<file path="config.mk">
export PLATFORM = sky130hd
export DESIGN_NAME = i2c_master_register_access
export DESIGN_NICKNAME = d
export VERILOG_FILES = /design/src/sv/i2cm_pkg.sv /design/src/sv/i2cm_front.sv /design/src/sv/i2cm_seq.sv /design/src/sv/i2c_master_register_access.sv
export SDC_FILE = /design/constraint.sdc
export NUM_CORES = 1
export LEC_CHECK = 0
export ABC_AREA = 0
export BUFFER_PORTS_ARGS = -buffer_cell sky130_fd_sc_hd__buf_4
export CAP_MARGIN = 20
export CORE_UTILIZATION = 64
export CTS_BUF_LIST = sky130_fd_sc_hd__clkbuf_8
export DETAILED_ROUTE_END_ITERATION = 8
export PLACE_DENSITY = 0.87
export SLEW_MARGIN = 20
export SYNTH_ARGS = -nofsm -noshare
export SYNTH_HDL_FRONTEND = slang
export SYNTH_SLANG_ARGS = --single-unit
</file>
<file path="constraint.sdc">
create_clock -name clk -period 7.7 [get_ports clk]
set_input_delay 1.54 -clock clk [delete_from_list [all_inputs] [get_ports clk]]
set_output_delay 1.54 -clock clk [all_outputs]
set_load 0.02 [all_outputs]
</file>
<file path="src/sv/i2cm_pkg.sv">
`default_nettype none
// ----------------------------------------------------------------------------
// i2cm_pkg
// Types and constants shared by the I2C master register access block.
// ----------------------------------------------------------------------------
package i2cm_pkg;

	localparam logic [1:0] OP_TICK  = 2'd0;
	localparam logic [1:0] OP_WRITE = 2'd1;
	localparam logic [1:0] OP_READ  = 2'd2;

	localparam logic REG_PHASE_TICKS = 1'b0;
	localparam logic REG_ACK_RETRY   = 1'b1;

	localparam logic [15:0] PHASE_TICKS_RST = 16'd15;
	localparam logic [2:0]  ACK_RETRY_RST   = 3'd5;

	localparam int QDEPTH = 2;

	typedef struct packed {
		logic [1:0] opcode;
		logic [7:0] device_address;
		logic [7:0] register_address;
		logic [7:0] write_byte;
		logic [7:0] byte_count;
		logic       sda_sample;
	} in_item_t;

	typedef struct packed {
		logic       scl_level;
		logic       sda_pull_low;
		logic [7:0] read_data;
		logic       read_valid;
		logic       last_byte;
		logic       busy_res;
		logic       ack_error;
	} out_item_t;

	// request after classification by the front end
	typedef struct packed {
		logic       tick;
		logic       cmd;
		logic       rd;
		logic [7:0] dev;
		logic [7:0] reg_addr;
		logic [7:0] data;
		logic [7:0] count;
		logic       sda;
	} cls_item_t;

	typedef struct packed {
		logic      valid;
		cls_item_t item;
	} q_head_t;

endpackage

`default_nettype wire

</file>
<file path="src/sv/i2cm_front.sv">
`default_nettype none
// ----------------------------------------------------------------------------
// i2cm_front
// Accepts requests, decodes the opcode and queues them for the sequencer.
// ----------------------------------------------------------------------------
module i2cm_front
	import i2cm_pkg::*;
(
	input  wire logic      clk,
	input  wire logic      arst_n,
	input  wire logic      in_valid,
	output logic           in_stall,
	input  wire in_item_t  in_data,
	output q_head_t        head,
	input  wire logic      pop
);

	cls_item_t  mem_q [QDEPTH];
	logic       wr_ptr_q;
	logic       rd_ptr_q;
	logic [1:0] count_q;
	cls_item_t  cls;
	logic       push;

	always_comb begin
		cls.tick     = (in_data.opcode == OP_TICK);
		cls.cmd      = (in_data.opcode == OP_WRITE) || (in_data.opcode == OP_READ);
		cls.rd       = (in_data.opcode == OP_READ);
		cls.dev      = in_data.device_address;
		cls.reg_addr = in_data.register_address;
		cls.data     = in_data.write_byte;
		// zero count reads one byte
		cls.count    = (in_data.byte_count == 8'd0) ? 8'd1 : in_data.byte_count;
		cls.sda      = in_data.sda_sample;
	end

	assign in_stall   = (count_q == 2'(QDEPTH));
	assign push       = in_valid && !in_stall;
	assign head.valid = (count_q != 2'd0);
	assign head.item  = mem_q[rd_ptr_q];

	always_ff @(posedge clk) begin
		if (push) begin
			mem_q[wr_ptr_q] <= cls;
		end
	end

	always_ff @(posedge clk or negedge arst_n) begin
		if (!arst_n) begin
			wr_ptr_q <= 1'b0;
			rd_ptr_q <= 1'b0;
			count_q  <= 2'd0;
		end else begin
			if (push) begin
				wr_ptr_q <= ~wr_ptr_q;
			end
			if (pop) begin
				rd_ptr_q <= ~rd_ptr_q;
			end
			if (push && !pop) begin
				count_q <= count_q + 2'd1;
			end else if (pop && !push) begin
				count_q <= count_q - 2'd1;
			end
		end
	end

endmodule

`default_nettype wire

</file>
<file path="src/sv/i2cm_seq.sv">
`default_nettype none
// ----------------------------------------------------------------------------
// i2cm_seq
// Bus phase sequencer: one queued request per cycle unless the output stalls, result into output reg.
// ----------------------------------------------------------------------------
module i2cm_seq
	import i2cm_pkg::*;
(
	input  wire logic        clk,
	input  wire logic        arst_n,
	input  wire q_head_t     head,
	output logic             pop,
	input  wire logic [15:0] phase_ticks,
	input  wire logic [2:0]  ack_retry_limit,
	output logic             out_valid,
	input  wire logic        out_stall,
	output out_item_t        out_data
);

	typedef enum logic [4:0] {
		ST_IDLE, ST_S1, ST_S2, ST_S3, ST_RS0, ST_TXL, ST_TXH, ST_ACKS, ST_ACKW,
		ST_RXH, ST_RXL, ST_KS, ST_KH, ST_KL, ST_P1, ST_P2, ST_E1, ST_E2
	} step_t;

	step_t      step_q, step_d;
	logic [1:0] ctx_q, ctx_d;
	logic [15:0] tick_q, tick_d;
	logic [3:0] bit_q, bit_d;
	logic [7:0] shift_q, shift_d;
	logic [7:0] left_q, left_d;
	logic [2:0] retry_q, retry_d;
	logic [7:0] dev_q, dev_d;
	logic [7:0] reg_q, reg_d;
	logic [7:0] data_q, data_d;
	logic       rd_q, rd_d;
	logic       out_valid_q;
	out_item_t  out_q, out_d;
	logic [15:0] limit;
	logic [3:0]  bit_inc;
	logic        rx_done;
	cls_item_t   it;

	assign it        = head.item;
	assign pop       = head.valid && (!out_valid_q || !out_stall);
	assign out_valid = out_valid_q;
	assign out_data  = out_q;
	assign limit     = (phase_ticks == 16'd0) ? 16'd1 : phase_ticks;
	assign bit_inc   = bit_q + 4'd1;

	always_comb begin
		step_d  = step_q;
		ctx_d   = ctx_q;
		tick_d  = tick_q;
		bit_d   = bit_q;
		shift_d = shift_q;
		left_d  = left_q;
		retry_d = retry_q;
		dev_d   = dev_q;
		reg_d   = reg_q;
		data_d  = data_q;
		rd_d    = rd_q;
		rx_done = 1'b0;
		out_d   = '0;

		if (step_q == ST_IDLE) begin
			if (it.cmd) begin
				dev_d   = it.dev;
				reg_d   = it.reg_addr;
				data_d  = it.data;
				left_d  = it.count;
				rd_d    = it.rd;
				tick_d  = '0;
				bit_d   = '0;
				shift_d = '0;
				retry_d = '0;
				step_d  = ST_S1;
			end
		end else if (it.tick) begin
			if ({1'b0, tick_q} + 17'd1 >= {1'b0, limit}) begin
				tick_d = '0;
				unique case (step_q)
					ST_S1: step_d = ST_S2;
					ST_S2: step_d = ST_S3;
					ST_S3: begin
						bit_d  = '0;
						step_d = ST_TXL;
						if (bit_q == 4'd1) begin
							shift_d = dev_q + 8'd1;
							ctx_d   = 2'd3;
						end else begin
							shift_d = dev_q;
							ctx_d   = 2'd0;
						end
					end
					ST_RS0: step_d = ST_S1;
					ST_TXL: step_d = ST_TXH;
					ST_TXH: begin
						shift_d = {shift_q[6:0], 1'b0};
						bit_d   = bit_inc;
						if (bit_inc >= 4'd8) begin
							retry_d = '0;
							step_d  = ST_ACKS;
						end else begin
							step_d = ST_TXL;
						end
					end
					ST_ACKS: begin
						if (!it.sda) begin
							step_d = ST_ACKW;
						end else if (retry_q >= ack_retry_limit) begin
							step_d = ST_E1;
						end else begin
							retry_d = retry_q + 3'd1;
						end
					end
					ST_ACKW: begin
						unique case (ctx_q)
							2'd0: begin
								shift_d = reg_q;
								bit_d   = '0;
								ctx_d   = 2'd1;
								step_d  = ST_TXL;
							end
							2'd1: begin
								if (rd_q) begin
									bit_d  = 4'd1;
									step_d = ST_RS0;
								end else begin
									shift_d = data_q;
									bit_d   = '0;
									ctx_d   = 2'd2;
									step_d  = ST_TXL;
								end
							end
							2'd2: step_d = ST_P1;
							default: begin
								bit_d   = '0;
								shift_d = '0;
								step_d  = ST_RXH;
							end
						endcase
					end
					ST_RXH: begin
						shift_d = {shift_q[6:0], it.sda};
						bit_d   = bit_inc;
						rx_done = (bit_inc >= 4'd8);
						step_d  = ST_RXL;
					end
					ST_RXL: step_d = (bit_q >= 4'd8) ? ST_KS : ST_RXH;
					ST_KS:  step_d = ST_KH;
					ST_KH:  step_d = ST_KL;
					ST_KL: begin
						if (left_q > 8'd1) begin
							left_d  = left_q - 8'd1;
							bit_d   = '0;
							shift_d = '0;
							step_d  = ST_RXH;
						end else begin
							left_d = '0;
							step_d = ST_P1;
						end
					end
					ST_P1: step_d = ST_P2;
					ST_E1: step_d = ST_E2;
					ST_E2: begin
						out_d.ack_error = 1'b1;
						step_d          = ST_IDLE;
					end
					default: step_d = ST_IDLE;
				endcase
			end else begin
				tick_d = tick_q + 16'd1;
			end
		end

		// pin levels follow the new phase
		unique case (step_d)
			ST_S2, ST_P2, ST_E2: begin
				out_d.scl_level    = 1'b1;
				out_d.sda_pull_low = 1'b1;
			end
			ST_S3, ST_P1, ST_E1: begin
				out_d.scl_level    = 1'b0;
				out_d.sda_pull_low = 1'b1;
			end
			ST_RS0, ST_RXL, ST_ACKW: begin
				out_d.scl_level    = 1'b0;
				out_d.sda_pull_low = 1'b0;
			end
			ST_TXL, ST_TXH: begin
				out_d.scl_level    = (step_d == ST_TXH);
				out_d.sda_pull_low = !shift_d[7];
			end
			ST_KS, ST_KH, ST_KL: begin
				out_d.scl_level    = (step_d == ST_KH);
				out_d.sda_pull_low = (left_d > 8'd1);
			end
			default: begin
				out_d.scl_level    = 1'b1;
				out_d.sda_pull_low = 1'b0;
			end
		endcase

		out_d.read_valid = rx_done;
		out_d.read_data  = rx_done ? shift_d : 8'd0;
		out_d.last_byte  = rx_done && (left_d <= 8'd1);
		out_d.busy_res   = (step_d != ST_IDLE);
	end

	always_ff @(posedge clk) begin
		if (pop) begin
			out_q <= out_d;
		end
	end

	always_ff @(posedge clk or negedge arst_n) begin
		if (!arst_n) begin
			step_q      <= ST_IDLE;
			ctx_q       <= '0;
			tick_q      <= '0;
			bit_q       <= '0;
			shift_q     <= '0;
			left_q      <= '0;
			retry_q     <= '0;
			dev_q       <= '0;
			reg_q       <= '0;
			data_q      <= '0;
			rd_q        <= 1'b0;
			out_valid_q <= 1'b0;
		end else begin
			if (pop) begin
				step_q  <= step_d;
				ctx_q   <= ctx_d;
				tick_q  <= tick_d;
				bit_q   <= bit_d;
				shift_q <= shift_d;
				left_q  <= left_d;
				retry_q <= retry_d;
				dev_q   <= dev_d;
				reg_q   <= reg_d;
				data_q  <= data_d;
				rd_q    <= rd_d;
				out_valid_q <= 1'b1;
			end else if (!out_stall) begin
				out_valid_q <= 1'b0;
			end
		end
	end

endmodule

`default_nettype wire

</file>
<file path="src/sv/i2c_master_register_access.sv">
`default_nettype none
// Data path: a request is written into a queue entry on acceptance, and the
// sequencer loads the result of that request into its output register when it
// pops the entry.
// Throughput: one request per cycle unless stalled; the sequencer updates the
// bus state once per queued request; the two-entry queue absorbs output stalls.
// Reset: arst_n clears the queue, the sequencer (idle) and the output valid;
// phase_ticks resets to 15 and ack_retry_limit to 5.
// ----------------------------------------------------------------------------
// i2c_master_register_access
// I2C master register write/read sequencer with an APB configuration port.
// ----------------------------------------------------------------------------
module i2c_master_register_access
	import i2cm_pkg::*;
(
	input  wire logic        clk,
	input  wire logic        arst_n,
	input  wire logic        in_valid,
	output logic             in_stall,
	input  wire in_item_t    in_data,
	output logic             out_valid,
	input  wire logic        out_stall,
	output out_item_t        out_data,
	input  wire logic        psel,
	input  wire logic        penable,
	input  wire logic        pwrite,
	input  wire logic [2:0]  paddr,
	input  wire logic [31:0] pwdata,
	output logic [31:0]      prdata,
	output logic             pready
);

	logic [15:0] phase_ticks_q;
	logic [2:0]  ack_retry_q;
	logic        wr_en;
	q_head_t     head;
	logic        pop;

	assign pready = 1'b1;
	assign wr_en  = psel && penable && pwrite;

	always_comb begin
		unique case (paddr[2])
			REG_PHASE_TICKS: prdata = {16'd0, phase_ticks_q};
			REG_ACK_RETRY:   prdata = {29'd0, ack_retry_q};
			default:         prdata = '0;
		endcase
	end

	always_ff @(posedge clk or negedge arst_n) begin
		if (!arst_n) begin
			phase_ticks_q <= PHASE_TICKS_RST;
			ack_retry_q   <= ACK_RETRY_RST;
		end else if (wr_en) begin
			if (paddr[2] == REG_PHASE_TICKS) begin
				phase_ticks_q <= pwdata[15:0];
			end else begin
				ack_retry_q <= pwdata[2:0];
			end
		end
	end

	i2cm_front u_front (
		.clk      (clk),
		.arst_n   (arst_n),
		.in_valid (in_valid),
		.in_stall (in_stall),
		.in_data  (in_data),
		.head     (head),
		.pop      (pop)
	);

	i2cm_seq u_seq (
		.clk             (clk),
		.arst_n          (arst_n),
		.head            (head),
		.pop             (pop),
		.phase_ticks     (phase_ticks_q),
		.ack_retry_limit (ack_retry_q),
		.out_valid       (out_valid),
		.out_stall       (out_stall),
		.out_data        (out_data)
	);

endmodule

`default_nettype wire

</file>
==> flow_summary.yaml <==
timing:
  rsz0062_at_grt: "no"
  finalClockSkew_ns: 0.0156
  setup_tns_ns: 0
  hold_violations: 0
  tightest_slew_ns: 1.04
  setup_viol: 0
  min_period_over_period_pct: 64.4
  fmax_mhz: 202
  timing.hold.ws_ns: 0.501
  fin_crit_ns: 4.96
  relSlewSlack_pct: 30.7
  final_max_slew_viol_count: 0
cells_and_area:
  final_common_cell: "buf_4"
  drive_gt1_share_pct: 18.8
  post-route-util_pct: 74.4
  layout_common_cells: "buf_4, dfrtp_1, edfxtp_1"
  final_cell_area_um2: 10400
  nets: 1036
  register_area_um2: 4970
  nFillCells: 935
  multiInputGateArea_um2: 3850
  syn_to_final_growth_pct: 12.8
  antennaDiodeCount: 0
synthesis:
  synth_top_cell_area_share_pct: 28.1
  synth_cell_types: 66
  synth_top_area_cell: "edfxtp_1"
  syn_avg_cell_area_um2: 10.7
  synth-seq-area-share_pct: 54.0
  synth_ff_type: "dfrtp_1"
  ys_seq_elements: 181
  netlist_top_cells_area: "edfxtp_1, dfrtp_1, mux2i_1"
  synth-edff-count: 86
  synth_warnings: 0
  synthCells: 856
  syn-cell-area_um2: 9190
  async_flop_share_pct: 52.5
detailed_routing:
  detail_route.wirelength_um: 18900
  vias: 6679
  drt-pass1-iter-count: 6
  wire_per_inst_um: 16.9
  avgViaCountPerCell: 5.95
  drc: 0
  drtAntennaViolNets: 0
  drtIter0Drc: 718
place:
  globalplace.congestion: 0.943
  dpl.hpwl_um: 13300
  port_buffers: 90
  dpl_cell_area_um2: 9920
global_route:
  grt_pass1_vias: 6289
  grt_pass1_wl_um: 30200
  grt.total_usage_pct: 27.0
  grt-ovfl-total: 0
  grt_max_degree: 56
  antenna_found_initial: 0
min_path:
  min_path_type: "reg -> reg"
  hold_depth: 1
floorplanning:
  die_w_um: 122
  dieArea_um2: 14800
  initial_core_util_pct: 66.0
  io_pins: 126
  die_h_um: 122
  rows: 43
  coreArea_um2: 13900
clock_tree:
  clock_latency_ns: 0.48
  cts_buffer_depth: 2
  postCtsHoldBufs: 0
  cts_sinks: 181
  cts_tree: "yes"
  cts.clk_slew.worst_paths_ns: 0.10
  htreeDepth: 4
  cts_setup_buffers: 0
  cts.repair.resized: 0
  clockRootBuffer: "clkbuf_8"
  cts_buffers: 17
worst_setup_path:
  cp.arrival_ns: 5.18
  cp_max_fo: 6
  critPathCaptureType: "flip-flop"
  worstPathRequired_ns: 7.92
  startpoint_type: "flip-flop"
  worstRegToRegCells: 17
  critical_path_class: "reg -> reg"
outcome:
  status: "completed"
power:
  power_density_nw_per_um2: 314
  leakagePower_nw: 4.40
  irDropWorstVdd_v: 0.000292
run:
  maxCapViolCount: 0
## kinds of logic (layout without fill, tap and decap cells)
family                     Yosys count  in the layout  synth area share [%]
xor gates and xnor gates            32             32                  3.05
adders and majority gates           30             30                  4.08
AOI/OAI and AO/OA                  184            184                  12.5
other                                2             17                0.0817
DFF                                181            181                  54.0
muxes                               65             65                  7.46
and+or+nand+nor                    265            265                  14.0
buffers and inverters               97            168                  4.79
## state kept, by name, summed over array words and instances (netlist names), 2 cells and up
name and cells:
ack_retry_q 3, u_seq.ctx_q 2, u_seq.data_q 8, u_seq.dev_q 8, u_front.count_q 2, u_front.mem_q 72, phase_ticks_q 16, u_seq.left_q 8
u_seq.shift_q 8, u_seq.retry_q 3, u_seq.bit_q 4, u_seq.out_data 14, u_seq.reg_q 8, u_seq.step_q 5, u_seq.tick_q 16
## per-layer routing
metal  wire length, um  part of all wire, %  track usage [%]
met5                 0                    0                0
met4               412                  2.2             10.6
met3              1120                  5.9             6.46
met2              9370                   49             43.3
met1              8040                   42             35.5
## worst paths after layout
check,startpoint,to,slack (ns)
worst max-delay path,u_seq.tick_q[0],u_seq.out_data[12],2.74
worst min-delay path,u_seq.retry_q[2],u_seq.retry_q[2],0.50
worst max register to register,u_seq.tick_q[0],u_seq.out_data[12],2.74
worst min register to register,u_seq.retry_q[2],u_seq.retry_q[2],0.50
max in group asynchronous,arst_n,u_front.rd_ptr_q,5.52
min in group asynchronous,arst_n,phase_ticks_q[7],1.04
## through the flow
step,total power (W),instances,setup slack (ns)
2_1_floorplan,0.00222,871,3.75
3_3_place_gp,0.00250,1090,2.89
3_5_place_dp,0.00255,1090,2.85
4_1_cts,0.00327,1122,2.81
5_1_grt,0.00345,1122,2.30
6_report,0.00326,1122,2.74
## power breakdown
part / switching, W / internal [W] / total (W)
Sequential: 0.000163 / 0.00129 / 0.00145
Clock: 0.000368 / 0.000347 / 0.000715
Combinational: 0.000677 / 0.000420 / 0.00110
## critical path, stage by stage, from the launching register on
cell and delay, ns:
dfrtp_1 0.44, ha_1 0.25, nand4_1 0.15, nor2_1 0.26
and3_1 0.23, nand3_1 0.10, xnor2_1 0.16, ha_1 0.31
nand4_1 0.11, nor2_1 0.19, nand2_1 0.10, o21ai_1 0.29
o21ai_0 0.33, o21ai_0 0.68, a211o_1 0.23, nor4b_2 0.36
a31oi_1 0.21, a211o_1 0.29
## final cells by class
type	instances	area share, %
clock inverter	14	1.99
multi-input combinational	593	37.2
tap	180	2.17
sequential	181	47.9
inverter	40	1.45
clock buffer	18	2.39
timing repair buffer	96	6.95
## synthesized netlist by cell type, drive strengths merged (2+ instances only)
library cell	number
nand2	78
and2	3
o2111ai	3
o21a	4
nand3b	5
or3	8
nand3	16
a22oi	3
nor4	11
nor2b	13
conb	2
o211ai	3
mux2	25
o22ai	7
a22o	16
a211o	3
a21oi	64
nand4b	2
or4	3
a21o	4
a31oi	5
nor3	11
nand4	7
buf	28
or2	4
edfxtp	86
dfstp	6
o21ai	52
and3	7
o31a	4
dfrtp	89
nor2	83
xnor2	15
inv	40
a221oi	4
clkbuf	29
ha	30
a211oi	4
mux2i	40
xor2	17
nand2b	9
No activity file was read; power rests on OpenSTA's default activity.
